==> src/crcfe_pkg.sv <==
// Shared types, constants and the CRC-16 byte update for the frame encoder.
// Used by every module of the encoder; depends on nothing.
`default_nettype none

package crcfe_pkg;

  localparam logic [15:0] CRC_INIT = 16'hFFFF;
  localparam logic [15:0] CRC_POLY = 16'h1021;
  localparam logic [15:0] CRC_TOP  = 16'h8000;

  // Configuration register indexes.
  localparam logic [1:0] REG_SYNC_FIRST  = 2'd0;
  localparam logic [1:0] REG_SYNC_SECOND = 2'd1;
  localparam logic [1:0] REG_MAX_PAYLOAD = 2'd2;

  // Beat positions within one job. A data job enters at BEAT_BODY.
  localparam logic [2:0] BEAT_SYNC1  = 3'd0;
  localparam logic [2:0] BEAT_SYNC2  = 3'd1;
  localparam logic [2:0] BEAT_TYPE   = 3'd2;
  localparam logic [2:0] BEAT_BODY   = 3'd3;
  localparam logic [2:0] BEAT_CRC_LO = 3'd4;
  localparam logic [2:0] BEAT_CRC_HI = 3'd5;

  typedef enum logic [1:0] {
    JOB_ERR,
    JOB_START,
    JOB_DATA
  } job_kind_t;

  // One classified input item, as handed from the front to the back.
  typedef struct packed {
    job_kind_t   kind;
    logic [7:0]  msg_type;
    logic [7:0]  body;     // length byte of a start, data byte of a payload item
    logic        close;    // append the CRC after the body byte
    logic [15:0] crc;
  } job_t;

  typedef struct packed {
    logic [7:0] sync_first;
    logic [7:0] sync_second;
    logic [7:0] max_payload;
  } cfg_regs_t;

  function automatic logic [15:0] crc16_byte(input logic [15:0] crc_in,
                                             input logic [7:0]  b);
    logic [15:0] c;
    int i;
    c = crc_in ^ {b, 8'h00};
    for (i = 0; i < 8; i++) begin
      if ((c & CRC_TOP) != 16'h0000) begin
        c = (c << 1) ^ CRC_POLY;
      end else begin
        c = c << 1;
      end
    end
    return c;
  endfunction

endpackage

`default_nettype wire

==> src/crcfe_in_if.sv <==
// Input item channel of the frame encoder: valid/ready plus item fields.
// Depends on nothing.
`default_nettype none

interface crcfe_in_if;
  logic       valid;
  logic       ready;
  logic       start_req;
  logic [7:0] msg_type;
  logic [7:0] payload_len;
  logic [7:0] data_byte;

  modport source (output valid, start_req, msg_type, payload_len, data_byte,
                  input ready);
  modport sink (input valid, start_req, msg_type, payload_len, data_byte,
                output ready);
endinterface

`default_nettype wire

==> src/crcfe_out_if.sv <==
// Result channel of the frame encoder: valid/ready plus one frame byte.
// Depends on nothing.
`default_nettype none

interface crcfe_out_if;
  logic       valid;
  logic       ready;
  logic [7:0] out_byte;
  logic       frame_end;
  logic       error;

  modport source (output valid, out_byte, frame_end, error, input ready);
  modport sink (input valid, out_byte, frame_end, error, output ready);
endinterface

`default_nettype wire

==> src/crcfe_cfg_if.sv <==
// Configuration write channel: valid/ready, register index and write data.
// Depends on nothing.
`default_nettype none

interface crcfe_cfg_if;
  logic       valid;
  logic       ready;
  logic [1:0] index;
  logic [7:0] data;

  modport source (output valid, index, data, input ready);
  modport sink (input valid, index, data, output ready);
endinterface

`default_nettype wire

==> src/crc16_frame_encoder.sv <==
// Top level of the CRC-16 frame encoder: configuration registers, front end,
// job queue and back end. Depends on crcfe_pkg, the channel interfaces and
// crcfe_front, crcfe_queue, crcfe_back.
//
//   channel   role   beat carries
//   items     sink   start_req, msg_type, payload_len, data_byte
//   results   source out_byte, frame_end, error
//   cfg       sink   index, data (register write)
//
// An item is taken in the cycle it arrives whenever the job queue has room, so
// items can enter on consecutive cycles. The back end emits one beat per
// unstalled cycle from a registered output stage: a start gives four beats
// (six for an empty payload), a payload byte one beat (three on the last
// byte), a rejected item one beat. Sustained rate is set by the beat count.
// Reset clears the frame state, the queue and the output stage, and sets the
// registers to 0xAA, 0x55 and 255. Configuration writes are taken every cycle.
`default_nettype none

module crc16_frame_encoder #(
  parameter int QUEUE_DEPTH = 4
) (
  input  wire logic   clk,
  input  wire logic   rst,
  crcfe_in_if.sink    items,
  crcfe_out_if.source results,
  crcfe_cfg_if.sink   cfg
);

  crcfe_pkg::cfg_regs_t regs;
  crcfe_pkg::job_t      push_job;
  crcfe_pkg::job_t      head_job;
  logic                 q_push;
  logic                 q_pop;
  logic                 q_full;
  logic                 q_empty;

  assign cfg.ready = 1'b1;

  always_ff @(posedge clk) begin
    if (rst) begin
      regs.sync_first  <= 8'hAA;
      regs.sync_second <= 8'h55;
      regs.max_payload <= 8'hFF;
    end else if (cfg.valid) begin
      case (cfg.index)
        crcfe_pkg::REG_SYNC_FIRST:  regs.sync_first  <= cfg.data;
        crcfe_pkg::REG_SYNC_SECOND: regs.sync_second <= cfg.data;
        crcfe_pkg::REG_MAX_PAYLOAD: regs.max_payload <= cfg.data;
        default: ;
      endcase
    end
  end

  crcfe_front u_front (
    .clk    (clk),
    .rst    (rst),
    .items  (items),
    .cfg    (regs),
    .q_full (q_full),
    .q_push (q_push),
    .q_job  (push_job)
  );

  crcfe_queue #(
    .DEPTH (QUEUE_DEPTH)
  ) u_queue (
    .clk      (clk),
    .rst      (rst),
    .push     (q_push),
    .push_job (push_job),
    .pop      (q_pop),
    .head     (head_job),
    .full     (q_full),
    .empty    (q_empty)
  );

  crcfe_back u_back (
    .clk     (clk),
    .rst     (rst),
    .cfg     (regs),
    .q_head  (head_job),
    .q_empty (q_empty),
    .q_pop   (q_pop),
    .results (results)
  );

endmodule

`default_nettype wire

==> src/crcfe_front.sv <==
// Front end: accepts input items, tracks the open frame and the running CRC,
// and pushes one classified job per item. Depends on crcfe_pkg, crcfe_in_if.
`default_nettype none

module crcfe_front (
  input  wire logic                 clk,
  input  wire logic                 rst,
  crcfe_in_if.sink                  items,
  input  wire crcfe_pkg::cfg_regs_t cfg,
  input  wire logic                 q_full,
  output logic                      q_push,
  output crcfe_pkg::job_t           q_job
);

  logic        in_frame;
  logic [7:0]  bytes_left;
  logic [15:0] running_crc;

  logic        in_frame_next;
  logic [7:0]  bytes_left_next;
  logic [15:0] running_crc_next;
  logic [15:0] crc_new;
  logic [7:0]  left_dec;

  assign items.ready = !q_full;
  assign q_push      = items.valid && !q_full;
  assign left_dec    = bytes_left - 8'd1;

  always_comb begin
    in_frame_next    = in_frame;
    bytes_left_next  = bytes_left;
    running_crc_next = running_crc;
    q_job.kind       = crcfe_pkg::JOB_ERR;
    q_job.msg_type   = items.msg_type;
    q_job.body       = items.data_byte;
    q_job.close      = 1'b0;
    crc_new          = crcfe_pkg::crc16_byte(running_crc, items.data_byte);
    if (items.start_req) begin
      crc_new = crcfe_pkg::crc16_byte(
                  crcfe_pkg::crc16_byte(crcfe_pkg::CRC_INIT, items.msg_type),
                  items.payload_len);
      q_job.body = items.payload_len;
      // An oversized start is rejected and leaves any open frame as it was.
      if (items.payload_len <= cfg.max_payload) begin
        q_job.kind       = crcfe_pkg::JOB_START;
        q_job.close      = (items.payload_len == 8'd0);
        running_crc_next = crc_new;
        in_frame_next    = (items.payload_len != 8'd0);
        bytes_left_next  = items.payload_len;
      end
    end else if (in_frame) begin
      q_job.kind       = crcfe_pkg::JOB_DATA;
      q_job.close      = (left_dec == 8'd0);
      running_crc_next = crc_new;
      bytes_left_next  = left_dec;
      in_frame_next    = (left_dec != 8'd0);
    end
    q_job.crc = crc_new;
  end

  always_ff @(posedge clk) begin
    if (rst) begin
      in_frame    <= 1'b0;
      bytes_left  <= 8'd0;
      running_crc <= crcfe_pkg::CRC_INIT;
    end else if (q_push) begin
      in_frame    <= in_frame_next;
      bytes_left  <= bytes_left_next;
      running_crc <= running_crc_next;
    end
  end

endmodule

`default_nettype wire

==> src/crcfe_queue.sv <==
// Short first-in first-out queue of jobs between the front and the back.
// Depends on crcfe_pkg.
`default_nettype none

module crcfe_queue #(
  parameter int DEPTH = 4
) (
  input  wire logic            clk,
  input  wire logic            rst,
  input  wire logic            push,
  input  wire crcfe_pkg::job_t push_job,
  input  wire logic            pop,
  output crcfe_pkg::job_t      head,
  output logic                 full,
  output logic                 empty
);

  localparam int PW = $clog2(DEPTH);
  localparam int CW = $clog2(DEPTH + 1);

  crcfe_pkg::job_t mem [DEPTH];
  logic [PW-1:0]   wr_ptr;
  logic [PW-1:0]   rd_ptr;
  logic [CW-1:0]   count;
  logic            do_push;
  logic            do_pop;

  assign full    = (count == CW'(DEPTH));
  assign empty   = (count == '0);
  assign head    = mem[rd_ptr];
  assign do_push = push && !full;
  assign do_pop  = pop && !empty;

  always_ff @(posedge clk) begin
    if (do_push) begin
      mem[wr_ptr] <= push_job;
    end
  end

  always_ff @(posedge clk) begin
    if (rst) begin
      wr_ptr <= '0;
      rd_ptr <= '0;
      count  <= '0;
    end else begin
      if (do_push) begin
        wr_ptr <= (wr_ptr == PW'(DEPTH - 1)) ? '0 : wr_ptr + 1'b1;
      end
      if (do_pop) begin
        rd_ptr <= (rd_ptr == PW'(DEPTH - 1)) ? '0 : rd_ptr + 1'b1;
      end
      if (do_push && !do_pop) begin
        count <= count + 1'b1;
      end else if (do_pop && !do_push) begin
        count <= count - 1'b1;
      end
    end
  end

endmodule

`default_nettype wire

==> src/crcfe_back.sv <==
// Back end: expands each job into frame beats, one per unstalled cycle,
// through a registered output stage. Depends on crcfe_pkg, crcfe_out_if.
`default_nettype none

module crcfe_back (
  input  wire logic                 clk,
  input  wire logic                 rst,
  input  wire crcfe_pkg::cfg_regs_t cfg,
  input  wire crcfe_pkg::job_t      q_head,
  input  wire logic                 q_empty,
  output logic                      q_pop,
  crcfe_out_if.source               results
);

  crcfe_pkg::job_t cur;
  logic            cur_valid;
  logic [2:0]      idx;

  logic            out_valid;
  logic [7:0]      out_byte;
  logic            out_end;
  logic            out_err;

  crcfe_pkg::job_t src_job;
  logic            src_valid;
  logic [2:0]      src_idx;
  logic [7:0]      beat_byte;
  logic            beat_end;
  logic            beat_last;
  logic            load;

  assign results.valid     = out_valid;
  assign results.out_byte  = out_byte;
  assign results.frame_end = out_end;
  assign results.error     = out_err;

  assign load      = !out_valid || results.ready;
  assign src_valid = cur_valid || !q_empty;
  assign src_job   = cur_valid ? cur : q_head;
  assign q_pop     = load && !cur_valid && !q_empty;

  always_comb begin
    if (cur_valid) begin
      src_idx = idx;
    end else if (q_head.kind == crcfe_pkg::JOB_DATA) begin
      src_idx = crcfe_pkg::BEAT_BODY;
    end else begin
      src_idx = crcfe_pkg::BEAT_SYNC1;
    end
  end

  always_comb begin
    beat_end = 1'b0;
    case (src_idx)
      crcfe_pkg::BEAT_SYNC1:  beat_byte = cfg.sync_first;
      crcfe_pkg::BEAT_SYNC2:  beat_byte = cfg.sync_second;
      crcfe_pkg::BEAT_TYPE:   beat_byte = src_job.msg_type;
      crcfe_pkg::BEAT_BODY:   beat_byte = src_job.body;
      crcfe_pkg::BEAT_CRC_LO: beat_byte = src_job.crc[7:0];
      crcfe_pkg::BEAT_CRC_HI: begin
        beat_byte = src_job.crc[15:8];
        beat_end  = 1'b1;
      end
      default:                beat_byte = 8'h00;
    endcase
    beat_last = (src_idx == crcfe_pkg::BEAT_CRC_HI) ||
                (src_idx == crcfe_pkg::BEAT_BODY && !src_job.close);
    // A rejected item is a single zero beat flagged as an error.
    if (src_job.kind == crcfe_pkg::JOB_ERR) begin
      beat_byte = 8'h00;
      beat_end  = 1'b0;
      beat_last = 1'b1;
    end
  end

  always_ff @(posedge clk) begin
    if (rst) begin
      out_valid <= 1'b0;
      cur_valid <= 1'b0;
    end else if (load) begin
      out_valid <= src_valid;
      if (src_valid) begin
        out_byte <= beat_byte;
        out_end  <= beat_end;
        out_err  <= (src_job.kind == crcfe_pkg::JOB_ERR);
        if (beat_last) begin
          cur_valid <= 1'b0;
        end else begin
          cur_valid <= 1'b1;
          cur       <= src_job;
          idx       <= src_idx + 3'd1;
        end
      end
    end
  end

endmodule

`default_nettype wire
==> src/flat_wrapper.sv <==
// flat-port wrapper written by rule: the top's interface ports become plain ports
module crc16_frame_encoder_flat 
#(
  parameter int QUEUE_DEPTH = 4
)
  (clk, rst, items_valid, items_start_req, items_msg_type, items_payload_len, items_data_byte, items_ready, results_valid, results_out_byte, results_frame_end, results_error, results_ready, cfg_valid, cfg_index, cfg_data, cfg_ready);
  crcfe_in_if items_i ();
  crcfe_out_if results_i ();
  crcfe_cfg_if cfg_i ();
  input  wire logic clk;
  input  wire logic rst;
  input wire logic [$bits(items_i.valid)-1:0] items_valid;
  input wire logic [$bits(items_i.start_req)-1:0] items_start_req;
  input wire logic [$bits(items_i.msg_type)-1:0] items_msg_type;
  input wire logic [$bits(items_i.payload_len)-1:0] items_payload_len;
  input wire logic [$bits(items_i.data_byte)-1:0] items_data_byte;
  output wire logic [$bits(items_i.ready)-1:0] items_ready;
  output wire logic [$bits(results_i.valid)-1:0] results_valid;
  output wire logic [$bits(results_i.out_byte)-1:0] results_out_byte;
  output wire logic [$bits(results_i.frame_end)-1:0] results_frame_end;
  output wire logic [$bits(results_i.error)-1:0] results_error;
  input wire logic [$bits(results_i.ready)-1:0] results_ready;
  input wire logic [$bits(cfg_i.valid)-1:0] cfg_valid;
  input wire logic [$bits(cfg_i.index)-1:0] cfg_index;
  input wire logic [$bits(cfg_i.data)-1:0] cfg_data;
  output wire logic [$bits(cfg_i.ready)-1:0] cfg_ready;
  assign items_i.valid = items_valid;
  assign items_i.start_req = items_start_req;
  assign items_i.msg_type = items_msg_type;
  assign items_i.payload_len = items_payload_len;
  assign items_i.data_byte = items_data_byte;
  assign items_ready = items_i.ready;
  assign results_valid = results_i.valid;
  assign results_out_byte = results_i.out_byte;
  assign results_frame_end = results_i.frame_end;
  assign results_error = results_i.error;
  assign results_i.ready = results_ready;
  assign cfg_i.valid = cfg_valid;
  assign cfg_i.index = cfg_index;
  assign cfg_i.data = cfg_data;
  assign cfg_ready = cfg_i.ready;
  crc16_frame_encoder #(.QUEUE_DEPTH(QUEUE_DEPTH)) u_core (.clk(clk), .rst(rst), .items(items_i), .results(results_i), .cfg(cfg_i));
endmodule
==> config.mk <==
export PLATFORM = sky130hd
export DESIGN_NAME = crc16_frame_encoder_flat
export DESIGN_NICKNAME = d
export VERILOG_FILES = /design/src/crcfe_pkg.sv /design/src/crcfe_in_if.sv /design/src/crcfe_out_if.sv /design/src/crcfe_cfg_if.sv /design/src/crc16_frame_encoder.sv /design/src/crcfe_front.sv /design/src/crcfe_queue.sv /design/src/crcfe_back.sv /design/src/flat_wrapper.sv
export SDC_FILE = /design/constraint.sdc
export NUM_CORES = 1
export LEC_CHECK = 0
export ABC_AREA = 1
export BUFFER_PORTS_ARGS = -buffer_cell sky130_fd_sc_hd__buf_2
export CAP_MARGIN = 5
export CORE_MARGIN = 3
export CORE_UTILIZATION = 25
export CTS_BUF_LIST = sky130_fd_sc_hd__clkbuf_8
export DETAILED_ROUTE_END_ITERATION = 8
export HOLD_SLACK_MARGIN = 0.06
export SKIP_CTS_REPAIR_TIMING = 1
export SYNTH_ARGS = -nofsm -noshare
export SYNTH_HDL_FRONTEND = slang
export SYNTH_HIERARCHICAL = 1
export SYNTH_SLANG_ARGS = --single-unit
==> constraint.sdc <==
create_clock -name clk -period 3.7 [get_ports clk]
set_input_delay 0.555 -clock clk [delete_from_list [all_inputs] [get_ports clk]]
set_output_delay 0.555 -clock clk [all_outputs]
set_load 0.05 [all_outputs]
==> impl_metrics.env <==
export IMPL_status="complete, no violations"
export IMPL_setup_violations=0
export IMPL_cap_violations=0
export IMPL_fill_cells=4925
export IMPL_drt_wl_total_mm=31.0
export IMPL_antenna_found_initial=0
export IMPL_portBuffers=51
export IMPL_dr_pass1_iters=7
export IMPL_dpl_cell_area_um2=12800
export IMPL_dp_hpwl_mm=21.7
export IMPL_rr_worst_depth=9
export IMPL_path_common_cell="nand2_1"
export IMPL_cp_max_fo=38
export IMPL_power_density_nw_per_um2=755
export IMPL_async_flop_share=0
export IMPL_crit_path_end="u_core/u_back/cur[26]"
export IMPL_instances_no_fill=2002
export IMPL_grt_pass1_vias=8808
export IMPL_tightestPinTransition_ns=0.815
export IMPL_synth_edf_count=188
export IMPL_r2r_start="u_core/u_back/cur_valid"
export IMPL_dp_cells=1933
export IMPL_slew_violations=0
export IMPL_yosysSeqAreaShare=0.569
export IMPL_fp_dieW_um=225
export IMPL_dieArea_um2=50800
export IMPL_crit_chain="inv_2 > nand2_1 > nand2_1 > nor2_1 > ha_1 > nand3_1 > nand2_1 > nor2_4 > buf_4"
export IMPL_yosysWarnings=6
export IMPL_insertion_delay_ns=0.55
export IMPL_ir_worst_vdd_uv=366
export IMPL_synthAdderAreaFrac=0.0214
export IMPL_core_area_um2=47100
export IMPL_post_route_period_util=0.734
export IMPL_synth_top_family_by_area="simple AND/OR/NAND/NOR gates"
export IMPL_ys_ff_latch=248
export IMPL_fin_util=0.288
export IMPL_syn_avg_cell_area_um2=9.09
export IMPL_synthFlopType="edfxtp_1"
export IMPL_cts_tree="built"
export IMPL_rrSetupSlack_ns=0.98
export IMPL_die_y_um=225
export IMPL_yosys_area_share_simple=0.255
export IMPL_antenna_left=0
export IMPL_grt_usage=0.121
export IMPL_fin_area_um2=13500
export IMPL_grt_max_degree=65
export IMPL_fin_skew_ns=0.0297
export IMPL_clock_path_buffers=3
export IMPL_gp_congestion=0.841
export IMPL_synthMuxAreaShare=0
export IMPL_r2r_end="u_core/u_back/cur[26]"
export IMPL_path_clk_slew_ns=0.06
export IMPL_p_leak_nw=5.79
export IMPL_route_detailed_drc=0
export IMPL_fin_hold_ws_ns=0.307
export IMPL_clockRootBuffer="clkbuf_8"
export IMPL_area_growth_pct=12.5
export IMPL_drive_gt1_frac=0.135
export IMPL_synth_top_cell_area_share=0.469
export IMPL_synth_area_um2=12000
export IMPL_routedWlPerCell_um=15.5
export IMPL_htree_levels=2
export IMPL_synthTopCellsByArea="edfxtp_1, nand2_1, dfxtp_1"
export IMPL_worstPathRequired_ns=3.87
export IMPL_nets=1429
export IMPL_ys_types=40
export IMPL_via_count=9040
export IMPL_rsz0062_at_grt="no"
export IMPL_startpoint="u_core/u_back/cur_valid"
export IMPL_setup_worst_path_class="register to register"
export IMPL_hold_violations=0
export IMPL_synth_xor_area_frac=0.0178
export IMPL_antenna_cells=0
export IMPL_synthCells=1325
export IMPL_totalNegativeSetupSlack_ns=0
export IMPL_overflow=0
export IMPL_post_route_min_period_ns=2.72
export IMPL_critPathSlowestCell="buf_4"
export IMPL_io_pins=53
export IMPL_via_per_inst=4.52
export IMPL_cp_end_kind="register"
export IMPL_cts_num_sinks=248
export IMPL_rows=79
export IMPL_yosysTopAreaCell="edfxtp_1"
export IMPL_start_kind="register"
export IMPL_drt_iter0_markers=585
export IMPL_fmax_ghz=0.368
export IMPL_initial_core_util=0.256
export IMPL_numCtsBuffers=41
export IMPL_cpPeakStageDelay_ns=0.44
export IMPL_worstPathArrival_ns=2.89
export IMPL_synth_compound_area_frac=0.0640
export IMPL_hp_class="input pin to register"
export IMPL_syn_nets=1385
export IMPL_relSlewSlack=0.451
export IMPL_grt_pass1_wl_mm=48.2
-- sequential cells by signal (all words and copies together) (netlist names), named ones only --
signal                           cells
u_core/u_queue/mem                 140
u_core/u_back/results.error          1
u_core/u_back/results.out_byte       8
u_core/u_front/bytes_left            8
u_core/u_front/in_frame              1
u_core/regs                         24
u_core/u_back/cur_valid              1
u_core/u_queue/count                 3
u_core/u_front/running_crc          16
u_core/u_back/results.frame_end      1
u_core/u_queue/wr_ptr                2
u_core/u_queue/rd_ptr                2
u_core/u_back/cur                   35
u_core/u_back/idx                    3
u_core/u_back/results.valid          1
-- where the power goes --
group | internal, mW | leakage (nW) | switching (mW)
sequential | 3.86 | 2.23 | 0.198
clock | 1.19 | 0.430 | 1.08
combinational | 1.08 | 3.13 | 2.81
-- worst min-delay path by stage --
stage	startpoint	end	slack, ns	cells after the start
floorplan	u_core/regs[1]	u_core/regs[1]	0.43	2
global placement	u_core/regs[3]	u_core/regs[3]	0.45	2
detailed placement	u_core/regs[6]	u_core/regs[6]	0.46	2
CTS	cfg_data[1]	u_core/regs[9]	0.26	3
global route	items_msg_type[3]	u_core/u_queue/mem[2][28]	0.29	1
finish	cfg_data[1]	u_core/regs[9]	0.31	3
-- worst max-delay path: cells and delay by family, from the launching register on --
family,cells,cell delay (ns)
adder cells (fa/ha/maj),1,0.31
flip-flops,1,0.32
buffers and inverters,2,0.86
AND/OR/NAND/NOR,6,0.83
-- layout by cell type (no fill, tap or decap), types with 24 or more instances in the layout --
cell,n
buf_2,51
clkbuf_8,45
dfxtp_1,59
edfxtp_1,188
inv_1,121
nand2_1,367
nand2_2,26
nand3_1,119
nor2_1,134
o21ai_0,64
o21ai_1,24
o22ai_1,35
-- kinds of logic after synthesis --
kind of cell    Yosys count
compound gates          141
flops                   248
simple gates            706
buf+inv                 188
fa+ha+maj                20
xor+xnor                 21
other cells               1
-- per-stage QoR --
| stage | setup WS [ns] | total power, mW |
|---|---|---|
| 2_1_floorplan | 0.583 | 6.94 |
| 3_3_place_gp | 1.02 | 7.96 |
| 6_report | 0.983 | 10.2 |
| 3_5_place_dp | 0.992 | 8.03 |
| 4_1_cts | 0.946 | 10.3 |
| 5_1_grt | 0.716 | 10.9 |
-- cell usage after synthesis (6+ instances only) --
cell	n
nor2_1	139
clkbuf_1	7
nand2_1	367
buf_2	25
edfxtp_1	188
and2_1	9
xnor2_1	8
nand3_1	119
xor2_1	9
nand2_2	26
o21ai_1	24
o21ai_0	64
buf_4	23
nand4_1	18
o22ai_1	35
nand3_2	7
ha_1	19
buf_6	6
inv_2	12
a21oi_1	14
inv_1	110
dfxtp_1	60
-- layout make-up --
type / count / area, um2 / share of cell area
flip-flops and latches: 248 / 6850 / 0.505
clock buffers: 45 / 619 / 0.0457
well taps: 607 / 759 / 0.0561
repair buffers: 63 / 345 / 0.0255
clock inverters: 24 / 140 / 0.0103
inverters: 126 / 480 / 0.0355
multi-input cells: 889 / 4360 / 0.321
-- layer usage --
layer,wire length [um],vias up,GRT usage,part of all wire
met5,0,-,0,0
met4,1430,0,0.0595,0.046
met3,1480,66,0.0193,0.048
met2,14500,251,0.201,0.47
met1,13600,4251,0.153,0.44
li1,-,4472,-,-
Note: power is estimated with default switching activity, not from simulation.
